`config.mk`:
```
export PLATFORM = sky130hd
export DESIGN_NAME = gpib_handshake_engine
export DESIGN_NICKNAME = d
export VERILOG_FILES = /design/src/rtl/ghe_pkg.sv /design/src/rtl/ghe_cfg.sv /design/src/rtl/ghe_fsm.sv /design/src/rtl/gpib_handshake_engine.sv
export VERILOG_INCLUDE_DIRS = /design/src /design/src/rtl
export SDC_FILE = /design/constraint.sdc
export NUM_CORES = 1
export LEC_CHECK = 0
export BUFFER_PORTS_ARGS = -buffer_cell sky130_fd_sc_hd__buf_2
export CAP_MARGIN = 0
export CORE_MARGIN = 1.5
export CORE_UTILIZATION = 64
export CTS_CLUSTER_DIAMETER = 40
export DETAILED_ROUTE_END_ITERATION = 8
export PLACE_DENSITY = 0.82
export SYNTH_ARGS = -nofsm -noshare
export SYNTH_HDL_FRONTEND = slang
export SYNTH_SLANG_ARGS = --single-unit
```
`constraint.sdc`:
```
create_clock -name clk_i -period 14.1 [get_ports clk_i]
set_input_delay 3.525 -clock clk_i [delete_from_list [all_inputs] [get_ports clk_i]]
set_output_delay 3.525 -clock clk_i [all_outputs]
set_load 0.005 [all_outputs]
```
`src/rtl/gpib_handshake_engine_assert.svh`:
```
// ----------------------------------------------------------------------------
// gpib handshake engine assertion macros
// concurrent assertion wrappers, clocked on clk_i and disabled in reset
// ----------------------------------------------------------------------------
`ifndef GPIB_HANDSHAKE_ENGINE_ASSERT_SVH
`define GPIB_HANDSHAKE_ENGINE_ASSERT_SVH

`ifndef SYNTHESIS
// plain property check
`define GHE_ASSERT(name, prop) \
  name: assert property (@(posedge clk_i) disable iff (!rst_ni) (prop)) \
    else $error("gpib handshake engine assertion failed");
// same-cycle implication
`define GHE_ASSERT_IMP(name, ante, cons) \
  `GHE_ASSERT(name, (ante) |-> (cons))
// next-cycle implication
`define GHE_ASSERT_NEXT(name, ante, cons) \
  `GHE_ASSERT(name, (ante) |=> (cons))
`else
`define GHE_ASSERT(name, prop)
`define GHE_ASSERT_IMP(name, ante, cons)
`define GHE_ASSERT_NEXT(name, ante, cons)
`endif

`endif

```
`src/rtl/ghe_pkg.sv`:
```
// ----------------------------------------------------------------------------
// ghe_pkg
// shared types and constants of the gpib three-wire handshake engine
// ----------------------------------------------------------------------------
`default_nettype none

package ghe_pkg;

  localparam int unsigned WaitW = 20;
  localparam int unsigned CfgIdxW = 3;
  localparam int unsigned CfgDataW = 16;

  localparam logic [7:0] Eos7Mask = 8'h7f;
  localparam logic [7:0] ByteOnes = 8'hff;

  typedef enum logic [1:0] {
    OP_TICK = 2'd0,
    OP_SEND = 2'd1,
    OP_RECV = 2'd2
  } op_e;

  typedef enum logic [1:0] {
    ST_NONE     = 2'd0,
    ST_SENT     = 2'd1,
    ST_RECEIVED = 2'd2,
    ST_TIMEOUT  = 2'd3
  } status_e;

  typedef enum logic [2:0] {
    PH_IDLE_LISTEN = 3'd0,
    PH_TX_PRESENCE = 3'd1,
    PH_TX_READY    = 3'd2,
    PH_TX_SETTLE   = 3'd3,
    PH_TX_ACCEPT   = 3'd4,
    PH_RX_VALID    = 3'd5,
    PH_RX_RELEASE  = 3'd6,
    PH_IDLE_TALK   = 3'd7
  } phase_e;

  typedef enum logic [CfgIdxW-1:0] {
    CFG_EOS_CHAR      = 3'd0,
    CFG_EOS_ENABLE    = 3'd1,
    CFG_EOS_EIGHT_BIT = 3'd2,
    CFG_TIMEOUT_TICKS = 3'd3,
    CFG_SETTLE_TICKS  = 3'd4
  } cfg_idx_e;

  typedef struct packed {
    logic [7:0]  eos_char;
    logic        eos_enable;
    logic        eos_eight_bit;
    logic [15:0] timeout_ticks;
    logic [7:0]  settle_ticks;
  } cfg_t;

  typedef struct packed {
    logic [1:0] op;
    logic [7:0] send_byte;
    logic       send_eoi_now;
    logic       send_command;
    logic       send_first;
    logic       line_dav;
    logic       line_nrfd;
    logic       line_ndac;
    logic       line_eoi;
    logic [7:0] line_data;
  } item_t;

  typedef struct packed {
    logic       assert_dav;
    logic       assert_nrfd;
    logic       assert_ndac;
    logic       assert_eoi;
    logic       assert_atn;
    logic [7:0] drive_data;
    logic       talk_mode;
    logic       busy_res;
    logic [7:0] rx_byte;
    logic       rx_end;
    logic       rx_eos;
    logic [1:0] status;
  } res_t;

endpackage

`default_nettype wire

```
`src/rtl/ghe_cfg.sv`:
```
// ----------------------------------------------------------------------------
// ghe_cfg
// configuration register file of the handshake engine
// ----------------------------------------------------------------------------
`default_nettype none

module ghe_cfg (
  input  wire logic                          clk_i,
  input  wire logic                          rst_ni,
  input  wire logic                          wr_en_i,
  input  wire logic [ghe_pkg::CfgIdxW-1:0]   wr_index_i,
  input  wire logic [ghe_pkg::CfgDataW-1:0]  wr_data_i,
  output ghe_pkg::cfg_t                      cfg_o
);

  ghe_pkg::cfg_t cfg_q, cfg_d;

  always_comb begin
    cfg_d = cfg_q;
    if (wr_en_i) begin
      unique case (wr_index_i)
        ghe_pkg::CFG_EOS_CHAR:      cfg_d.eos_char      = wr_data_i[7:0];
        ghe_pkg::CFG_EOS_ENABLE:    cfg_d.eos_enable    = wr_data_i[0];
        ghe_pkg::CFG_EOS_EIGHT_BIT: cfg_d.eos_eight_bit = wr_data_i[0];
        ghe_pkg::CFG_TIMEOUT_TICKS: cfg_d.timeout_ticks = wr_data_i[15:0];
        ghe_pkg::CFG_SETTLE_TICKS:  cfg_d.settle_ticks  = wr_data_i[7:0];
        default: ;  // unmapped index
      endcase
    end
  end

  always_ff @(posedge clk_i or negedge rst_ni) begin
    if (!rst_ni) begin
      cfg_q.eos_char      <= 8'd0;
      cfg_q.eos_enable    <= 1'b0;
      cfg_q.eos_eight_bit <= 1'b0;
      cfg_q.timeout_ticks <= 16'd1000;
      cfg_q.settle_ticks  <= 8'd1;
    end else begin
      cfg_q <= cfg_d;
    end
  end

  assign cfg_o = cfg_q;

endmodule

`default_nettype wire

```
`src/rtl/ghe_fsm.sv`:
```
// ----------------------------------------------------------------------------
// ghe_fsm
// handshake state machine: one step per item, result from the new state
// ----------------------------------------------------------------------------
`default_nettype none
`include "gpib_handshake_engine_assert.svh"

module ghe_fsm (
  input  wire logic   clk_i,
  input  wire logic   rst_ni,
  input  wire logic   step_i,
  input  wire ghe_pkg::item_t item_i,
  input  wire ghe_pkg::cfg_t  cfg_i,
  output ghe_pkg::res_t  res_o
);

  ghe_pkg::phase_e phase_q, phase_d;
  logic [ghe_pkg::WaitW-1:0] wait_q, wait_d;
  logic [7:0] settle_q, settle_d;
  logic [7:0] tx_data_q, tx_data_d;
  logic       tx_eoi_q, tx_eoi_d;
  logic       tx_atn_q, tx_atn_d;
  logic [7:0] rx_data_q, rx_data_d;
  logic       rx_eoi_q, rx_eoi_d;

  logic       idle;
  logic       got;
  ghe_pkg::status_e status;
  logic [ghe_pkg::WaitW-1:0] lim_one, lim_ten, lim_sel;
  logic       wait_out;
  logic [ghe_pkg::WaitW-1:0] wait_inc;

  assign idle = (phase_q == ghe_pkg::PH_IDLE_LISTEN) || (phase_q == ghe_pkg::PH_IDLE_TALK);

  // nrfd wait of the source runs ten times the limit
  assign lim_one  = {{(ghe_pkg::WaitW-16){1'b0}}, cfg_i.timeout_ticks};
  assign lim_ten  = (lim_one << 3) + (lim_one << 1);
  assign lim_sel  = (phase_q == ghe_pkg::PH_TX_READY) ? lim_ten : lim_one;
  assign wait_out = (wait_q >= lim_sel);
  assign wait_inc = wait_q + 1'b1;

  // next state
  always_comb begin
    phase_d   = phase_q;
    wait_d    = wait_q;
    settle_d  = settle_q;
    tx_data_d = tx_data_q;
    tx_eoi_d  = tx_eoi_q;
    tx_atn_d  = tx_atn_q;
    rx_data_d = rx_data_q;
    rx_eoi_d  = rx_eoi_q;
    status    = ghe_pkg::ST_NONE;
    got       = 1'b0;
    if (step_i) begin
      unique case (item_i.op)
        ghe_pkg::OP_SEND: begin
          if (idle) begin
            tx_data_d = item_i.send_byte;
            tx_eoi_d  = item_i.send_eoi_now;
            tx_atn_d  = item_i.send_command;
            phase_d   = item_i.send_first ? ghe_pkg::PH_TX_PRESENCE : ghe_pkg::PH_TX_READY;
            wait_d    = '0;
          end
        end
        ghe_pkg::OP_RECV: begin
          if (idle) begin
            phase_d = ghe_pkg::PH_RX_VALID;
            wait_d  = '0;
          end
        end
        ghe_pkg::OP_TICK: begin
          unique case (phase_q)
            ghe_pkg::PH_TX_PRESENCE: begin
              if (item_i.line_nrfd && !item_i.line_ndac) begin
                wait_d  = '0;
                phase_d = ghe_pkg::PH_TX_READY;
              end else if (wait_out) begin
                wait_d  = '0;
                phase_d = ghe_pkg::PH_IDLE_TALK;
                status  = ghe_pkg::ST_TIMEOUT;
              end else begin
                wait_d = wait_inc;
              end
            end
            ghe_pkg::PH_TX_READY: begin
              if (item_i.line_nrfd) begin
                wait_d   = '0;
                settle_d = cfg_i.settle_ticks;
                phase_d  = ghe_pkg::PH_TX_SETTLE;
              end else if (wait_out) begin
                wait_d  = '0;
                phase_d = ghe_pkg::PH_IDLE_TALK;
                status  = ghe_pkg::ST_TIMEOUT;
              end else begin
                wait_d = wait_inc;
              end
            end
            ghe_pkg::PH_TX_SETTLE: begin
              if (settle_q == 8'd0) begin
                phase_d = ghe_pkg::PH_TX_ACCEPT;
              end else begin
                settle_d = settle_q - 8'd1;
              end
            end
            ghe_pkg::PH_TX_ACCEPT: begin
              if (item_i.line_ndac) begin
                wait_d  = '0;
                phase_d = ghe_pkg::PH_IDLE_TALK;
                status  = ghe_pkg::ST_SENT;
              end else if (wait_out) begin
                wait_d  = '0;
                phase_d = ghe_pkg::PH_IDLE_TALK;
                status  = ghe_pkg::ST_TIMEOUT;
              end else begin
                wait_d = wait_inc;
              end
            end
            ghe_pkg::PH_RX_VALID: begin
              if (!item_i.line_dav) begin
                wait_d    = '0;
                rx_data_d = ~item_i.line_data;
                rx_eoi_d  = ~item_i.line_eoi;
                phase_d   = ghe_pkg::PH_RX_RELEASE;
              end else if (wait_out) begin
                wait_d  = '0;
                phase_d = ghe_pkg::PH_IDLE_LISTEN;
                status  = ghe_pkg::ST_TIMEOUT;
              end else begin
                wait_d = wait_inc;
              end
            end
            ghe_pkg::PH_RX_RELEASE: begin
              if (item_i.line_dav) begin
                wait_d  = '0;
                phase_d = ghe_pkg::PH_IDLE_LISTEN;
                status  = ghe_pkg::ST_RECEIVED;
                got     = 1'b1;
              end else if (wait_out) begin
                wait_d  = '0;
                phase_d = ghe_pkg::PH_IDLE_LISTEN;
                status  = ghe_pkg::ST_TIMEOUT;
              end else begin
                wait_d = wait_inc;
              end
            end
            ghe_pkg::PH_IDLE_LISTEN,
            ghe_pkg::PH_IDLE_TALK: ;
          endcase
        end
        default: ;  // undefined op, ignored
      endcase
    end
  end

  // outputs, from the state after the step
  logic       sending;
  logic [7:0] eos_mask;

  always_comb begin
    sending  = (phase_d == ghe_pkg::PH_TX_PRESENCE) || (phase_d == ghe_pkg::PH_TX_READY) ||
               (phase_d == ghe_pkg::PH_TX_SETTLE) || (phase_d == ghe_pkg::PH_TX_ACCEPT);
    eos_mask = cfg_i.eos_eight_bit ? ghe_pkg::ByteOnes : ghe_pkg::Eos7Mask;

    res_o.assert_dav  = (phase_d == ghe_pkg::PH_TX_ACCEPT);
    res_o.assert_nrfd = (phase_d == ghe_pkg::PH_IDLE_LISTEN) ||
                        (phase_d == ghe_pkg::PH_RX_RELEASE);
    res_o.assert_ndac = (phase_d == ghe_pkg::PH_IDLE_LISTEN) ||
                        (phase_d == ghe_pkg::PH_RX_VALID);
    res_o.assert_eoi  = sending && (phase_d != ghe_pkg::PH_TX_PRESENCE) && tx_eoi_d;
    res_o.assert_atn  = sending && tx_atn_d;
    res_o.drive_data  = ((phase_d == ghe_pkg::PH_TX_SETTLE) ||
                         (phase_d == ghe_pkg::PH_TX_ACCEPT)) ? ~tx_data_d : ghe_pkg::ByteOnes;
    res_o.talk_mode   = sending || (phase_d == ghe_pkg::PH_IDLE_TALK);
    res_o.busy_res    = (phase_d != ghe_pkg::PH_IDLE_LISTEN) &&
                        (phase_d != ghe_pkg::PH_IDLE_TALK);
    res_o.rx_byte     = got ? rx_data_d : 8'd0;
    res_o.rx_end      = got && rx_eoi_d;
    res_o.rx_eos      = got && cfg_i.eos_enable &&
                        ((rx_data_d & eos_mask) == (cfg_i.eos_char & eos_mask));
    res_o.status      = status;
  end

  always_ff @(posedge clk_i or negedge rst_ni) begin
    if (!rst_ni) begin
      phase_q   <= ghe_pkg::PH_IDLE_LISTEN;
      wait_q    <= '0;
      settle_q  <= 8'd0;
      tx_data_q <= 8'd0;
      tx_eoi_q  <= 1'b0;
      tx_atn_q  <= 1'b0;
      rx_data_q <= 8'd0;
      rx_eoi_q  <= 1'b0;
    end else begin
      phase_q   <= phase_d;
      wait_q    <= wait_d;
      settle_q  <= settle_d;
      tx_data_q <= tx_data_d;
      tx_eoi_q  <= tx_eoi_d;
      tx_atn_q  <= tx_atn_d;
      rx_data_q <= rx_data_d;
      rx_eoi_q  <= rx_eoi_d;
    end
  end

  // every exit from a wait clears the counter
  `GHE_ASSERT_IMP(a_idle_wait_clear, idle, wait_q == '0)
  // a received byte only comes out of the dav release wait
  `GHE_ASSERT_IMP(a_rx_from_release, step_i && (status == ghe_pkg::ST_RECEIVED),
                  phase_q == ghe_pkg::PH_RX_RELEASE)
  // ndac released while dav is held ends the send in talk idle
  `GHE_ASSERT_NEXT(a_accept_done,
                   step_i && (item_i.op == ghe_pkg::OP_TICK) &&
                   (phase_q == ghe_pkg::PH_TX_ACCEPT) && item_i.line_ndac,
                   phase_q == ghe_pkg::PH_IDLE_TALK)

endmodule

`default_nettype wire

```
`src/rtl/gpib_handshake_engine.sv`:
```
// ----------------------------------------------------------------------------
// gpib_handshake_engine
// ieee-488 three-wire handshake engine, top level
// ----------------------------------------------------------------------------
// usage:
//   - input channel (in_valid_i / in_stall_o) carries one item: a tick with
//     the sampled bus lines, a send request or a receive request
//   - output channel (out_valid_o / out_stall_i) returns exactly one result
//     per item: line drive levels, direction, busy and the step's status
//   - configuration channel (cfg_valid_i / cfg_ready_o) writes eos and
//     timing registers; write only while the engine is quiet
//   - each item is held in the input register, then the state machine step
//     writes its result into the result register
//   - throughput is one item per cycle while the receiver does not stall, set
//     by the single state machine step between the input and result registers
//   - when the receiver stalls, the held result and the held input item
//     stay put and in_stall_o rises; items resume as soon as stall drops
//   - reset puts the engine idle in listen direction (nrfd and ndac
//     asserted), eos off, timeout 1000 ticks, settle 1 tick
// ----------------------------------------------------------------------------
`default_nettype none
`include "gpib_handshake_engine_assert.svh"

module gpib_handshake_engine (
  input  wire logic                         clk_i,
  input  wire logic                         rst_ni,
  // item channel
  input  wire logic                         in_valid_i,
  output      logic                         in_stall_o,
  input  wire logic [1:0]                   op_i,
  input  wire logic [7:0]                   send_byte_i,
  input  wire logic                         send_eoi_now_i,
  input  wire logic                         send_command_i,
  input  wire logic                         send_first_i,
  input  wire logic                         line_dav_i,
  input  wire logic                         line_nrfd_i,
  input  wire logic                         line_ndac_i,
  input  wire logic                         line_eoi_i,
  input  wire logic [7:0]                   line_data_i,
  // result channel
  output      logic                         out_valid_o,
  input  wire logic                         out_stall_i,
  output      logic                         assert_dav_o,
  output      logic                         assert_nrfd_o,
  output      logic                         assert_ndac_o,
  output      logic                         assert_eoi_o,
  output      logic                         assert_atn_o,
  output      logic [7:0]                   drive_data_o,
  output      logic                         talk_mode_o,
  output      logic                         busy_res_o,
  output      logic [7:0]                   rx_byte_o,
  output      logic                         rx_end_o,
  output      logic                         rx_eos_o,
  output      logic [1:0]                   status_o,
  // configuration write channel
  input  wire logic                         cfg_valid_i,
  output      logic                         cfg_ready_o,
  input  wire logic [ghe_pkg::CfgIdxW-1:0]  cfg_index_i,
  input  wire logic [ghe_pkg::CfgDataW-1:0] cfg_data_i
);

  ghe_pkg::cfg_t  cfg;
  ghe_pkg::item_t item_q, item_d;
  ghe_pkg::res_t  res_q, res_d;
  logic in_vld_q, in_vld_d;
  logic out_vld_q, out_vld_d;
  logic in_take;
  logic step;

  // registers are always writable
  assign cfg_ready_o = 1'b1;

  ghe_cfg u_cfg (
    .clk_i      (clk_i),
    .rst_ni     (rst_ni),
    .wr_en_i    (cfg_valid_i && cfg_ready_o),
    .wr_index_i (cfg_index_i),
    .wr_data_i  (cfg_data_i),
    .cfg_o      (cfg)
  );

  // the held item steps the state machine once the result slot is free
  assign step       = in_vld_q && (!out_vld_q || !out_stall_i);
  assign in_stall_o = in_vld_q && !step;
  assign in_take    = in_valid_i && !in_stall_o;

  always_comb begin
    item_d.op           = op_i;
    item_d.send_byte    = send_byte_i;
    item_d.send_eoi_now = send_eoi_now_i;
    item_d.send_command = send_command_i;
    item_d.send_first   = send_first_i;
    item_d.line_dav     = line_dav_i;
    item_d.line_nrfd    = line_nrfd_i;
    item_d.line_ndac    = line_ndac_i;
    item_d.line_eoi     = line_eoi_i;
    item_d.line_data    = line_data_i;
  end

  ghe_fsm u_fsm (
    .clk_i  (clk_i),
    .rst_ni (rst_ni),
    .step_i (step),
    .item_i (item_q),
    .cfg_i  (cfg),
    .res_o  (res_d)
  );

  always_comb begin
    priority if (in_take) begin
      in_vld_d = 1'b1;
    end else if (step) begin
      in_vld_d = 1'b0;
    end else begin
      in_vld_d = in_vld_q;
    end
    out_vld_d = step || (out_vld_q && out_stall_i);
  end

  always_ff @(posedge clk_i or negedge rst_ni) begin
    if (!rst_ni) begin
      in_vld_q  <= 1'b0;
      out_vld_q <= 1'b0;
    end else begin
      in_vld_q  <= in_vld_d;
      out_vld_q <= out_vld_d;
    end
  end

  // payload registers, no reset
  always_ff @(posedge clk_i) begin
    if (in_take) begin
      item_q <= item_d;
    end
    if (step) begin
      res_q <= res_d;
    end
  end

  assign out_valid_o   = out_vld_q;
  assign assert_dav_o  = res_q.assert_dav;
  assign assert_nrfd_o = res_q.assert_nrfd;
  assign assert_ndac_o = res_q.assert_ndac;
  assign assert_eoi_o  = res_q.assert_eoi;
  assign assert_atn_o  = res_q.assert_atn;
  assign drive_data_o  = res_q.drive_data;
  assign talk_mode_o   = res_q.talk_mode;
  assign busy_res_o    = res_q.busy_res;
  assign rx_byte_o     = res_q.rx_byte;
  assign rx_end_o      = res_q.rx_end;
  assign rx_eos_o      = res_q.rx_eos;
  assign status_o      = res_q.status;

  // a held item with a free result slot never stalls the sender
  `GHE_ASSERT_IMP(a_no_false_stall, in_vld_q && !out_vld_q, !in_stall_o)
  // a result that is not taken survives to the next cycle
  `GHE_ASSERT_NEXT(a_result_held, out_vld_q && out_stall_i, out_vld_q)
  // a stepped item leaves a result behind
  `GHE_ASSERT_NEXT(a_step_result, step, out_vld_q)

endmodule

`default_nettype wire

```
==> results by group <==
Floorplan
  – Die area: 12400 sq um
  – Core area: 11500 sq um
  – Die W: 112 um
  – I/O pin count: 79
  – Die height: 112 um
  – Cell Rows: 39
  – Initial core utilization: 65.7%

Synth
  – Post-synth top area share: 26.2%
  – Async S/R FF share, synth: 62.3%
  – Synthesized flop and latch total: 138
  – Cell taking the most area after synthesis: dfrtp_1
  – Cells after synthesis: 707
  – Syn Area/Cell: 10.7 sq um
  – Top cells by area, synth: dfrtp_1 (26%), edfxtp_1 (21%), ha_1 (7.0%)
  – EDFF count, synth: 52
  – Commonest cells post-synth: nor2_1 (82), dfrtp_1 (79), edfxtp_1 (52), a21oi_1 (50), mux2_2 (44)
  – Yosys cell types: 76
  – Main synth FF type: dfrtp_1
  – Syn_nets: 799
  – Synthesized area: 7530 sq um
  – Top-count cell post-synth: nor2_1
  – Yosys warnings: 0
  – Sequential-to-total area share from yosys stat: 49.4%

STA
  – Rel. slew slack: 9.76%
  – Final hold vios: 0
  – Final slew viol count: 0
  – F_max: 135 MHz
  – Setup_tns: 0 ns
  – Clock skew: 0.00895 ns
  – Slew @ Worst Pin: 1.34 ns
  – Post-layout min period: 7.41 ns
  – Final setup violation count: 0
  – Fin crit share: 52.6%
  – RSZ-0062 raised after global routing: no

Worst setup path
  – Crit path max fanout: 3
  – CP dominant cell by count: buf_2
  – CP Launch Type: input port
  – Worst Path Required: 10.57 ns
  – Crit-path max cell delay: 0.12 ns
  – Worst setup EP type: output port
  – Critical-path top delay cell: buf_2
  – WS Path Type: in2out
  – WP data arrival: 3.89 ns
  – Crit-path cells: buf_2 > nand3_1 > inv_1 > buf_2

Pwr
  – Reg power frac: 37.9%
  – VDD IR-drop max: 0.182 mV
  – Lkg Pwr: 3.69 nW
  – Net Sw Frac: 35.9%
  – Cell-internal power: 0.978 mW
  – PwrDens: 179 nW/um^2
  – Comb power frac: 34.9%
  – Clk pwr share: 27.2%
  – P_sw: 0.549 mW

Clock tree
  – Post-CTS Setup Inserts: 0
  – Worst-Skew Late Latency: 0.43 ns
  – CTS Buffer Depth: 2
  – # H-tree levels: 4
  – CTS tree: built
  – Clock sinks: 138
  – Clock root cell: clkbuf_16
  – Resized Gates After CTS: 0
  – CTS Buf Count: 17
  – Clk slew on worst S/H paths: 0.06 ns
  – Hold_buf cts: 0

Detailed routing
  – Vias: 5587
  – Final wirelength: 15.5 mm
  – DRC violations left: 0
  – DR pass1 iterations: 5
  – Routed WL per cell: 16.6 um
  – Post-DRT Antenna Nets: 0
  – DR vias/cell: 5.98
  – DR iter-0 viols: 466

GRT
  – Initial antenna violation count: 0
  – First-pass GRT wire length: 26.7 mm
  – Total GRT Usage: 27.0%
  – Number of global-route vias before repair: 5520
  – Total gr overflow: 0
  – Largest net degree at the start of global routing: 61

Run
  – Max-cap violations: 0

Layout
  – Layout cells sized above 1: 24.5%
  – Number of diodes: 0
  – Fin nets: 871
  – Area growth from synthesis to layout: 13.5%
  – Post-route cell area: 8550 sq um

Place
  – Port Buffer Count: 77
  – Placer congestion estimate: 0.885
  – HPWL after DPL: 10.8 mm
  – DP Area: 8000 sq um

Status
  – Status: complete, no violations

Hold path
  – Hold Path Class: reg2reg
final cells by class:
cell class | instances | area [sq um]
clock buffers | 18 | 429
clock inverters | 14 | 124
flip-flops and latches | 138 | 3720
repair buffers | 81 | 418
inverters | 29 | 111
well taps | 143 | 179
multi-input cells | 512 | 3570
fillers | 749 | 2920
cells in the final DEF, fill, tap and decap left out, drive strengths merged, types with 5 or more instances in the layout:
cell type  count
nor2          83
buf           81
dfrtp         79
edfxtp        52
a21oi         51
mux2          44
ha            42
o21ai         42
nand2         39
inv           31
nand3         20
xor2          18
clkbuf        18
xnor2         15
nor3          15
o31ai         10
nor2b         10
nand4          9
and3           9
o21a           8
nand2b         8
clkinv         8
dfstp          7
a211oi         7
or2            6
mux2i          6
a22oi          6
a21o           6
and2           5
or3            5
final timing paths:
| path | endpoint | slack [ns] | cells past startpoint | startpoint |
|---|---|---|---|---|
| setup / recovery | in_stall_o | 6.69 | 4 | out_stall_i |
| hold / removal | u_fsm.rx_eoi_q$_DFF_PN0_ | 0.47 | 1 | item_q[8]$_DFFE_PP_ |
| setup reg to reg | drive_data_o[1]$_SDFFCE_PN1P_ | 8.08 | 21 | u_cfg.cfg_o[10]$_DFFE_PN0P_ |
| hold reg to reg | u_fsm.rx_eoi_q$_DFF_PN0_ | 0.47 | 1 | item_q[8]$_DFFE_PP_ |
| max in group asynchronous | u_fsm.phase_q[2]$_DFF_PN0_ | 9.99 | 2 | rst_ni |
| min in group asynchronous | u_cfg.cfg_o[21]$_DFFE_PN0P_ | 3.00 | 1 | rst_ni |
worst max-delay path, delay by kind of cell:
kind | cells | cell delay (ns)
AND/OR/NAND/NOR | 1 | 0.09
buffers and inverters | 3 | 0.27
per-layer routing:
metal	track usage, %	wire length, um	up-vias
met5	0	0	-
met4	9.96	218	0
met3	5.99	777	21
met2	43.4	7590	161
met1	36.4	6940	2691
li1	-	-	2714
power groups by stage:
| stage | sequential [mW] | clock, mW | combinational, mW |
|---|---|---|---|
| after global placement | 0.578 | 0 | 0.497 |
| after floorplan | 0.553 | 0 | 0.432 |
| after detailed placement | 0.583 | 0 | 0.522 |
| final | 0.579 | 0.415 | 0.533 |
| after CTS | 0.578 | 0.421 | 0.529 |
| after global routing | 0.590 | 0.437 | 0.597 |
registers in the layout, indices dropped and copies added (netlist names), 2 cells and up:
name and flops:
u_cfg.cfg_o 34, item_q 25, u_fsm.wait_q 20, drive_data_o 8
rx_byte_o 8, u_fsm.rx_data_q 8, u_fsm.settle_q 8, u_fsm.tx_data_q 8
u_fsm.phase_q 3, status_o 2
cell families after synthesis:
kind of cell               synth area share (%)
and+or+nand+nor                            14.3
AOI/OAI and AO/OA                          14.5
DFF                                        49.4
buffers and inverters                      3.25
muxes                                      7.37
adders and majority gates                  7.24
xor gates and xnor gates                   3.84
other                                    0.0498
metrics by stage:
step                      total power [mW]  setup slack, ns  hold WS [ns]  utilization (%)  cells
final                                 1.53             6.69         0.469             74.6    935
after global routing                  1.62             6.63         0.517             74.6    935
after CTS                             1.53             6.68         0.478             74.6    935
after detailed placement              1.11             6.68         0.470             69.7    903
after global placement                1.08             6.70         0.453             69.7    903
after floorplan                      0.985             6.90         0.435                -    707
(Power assumes the default switching activity.)
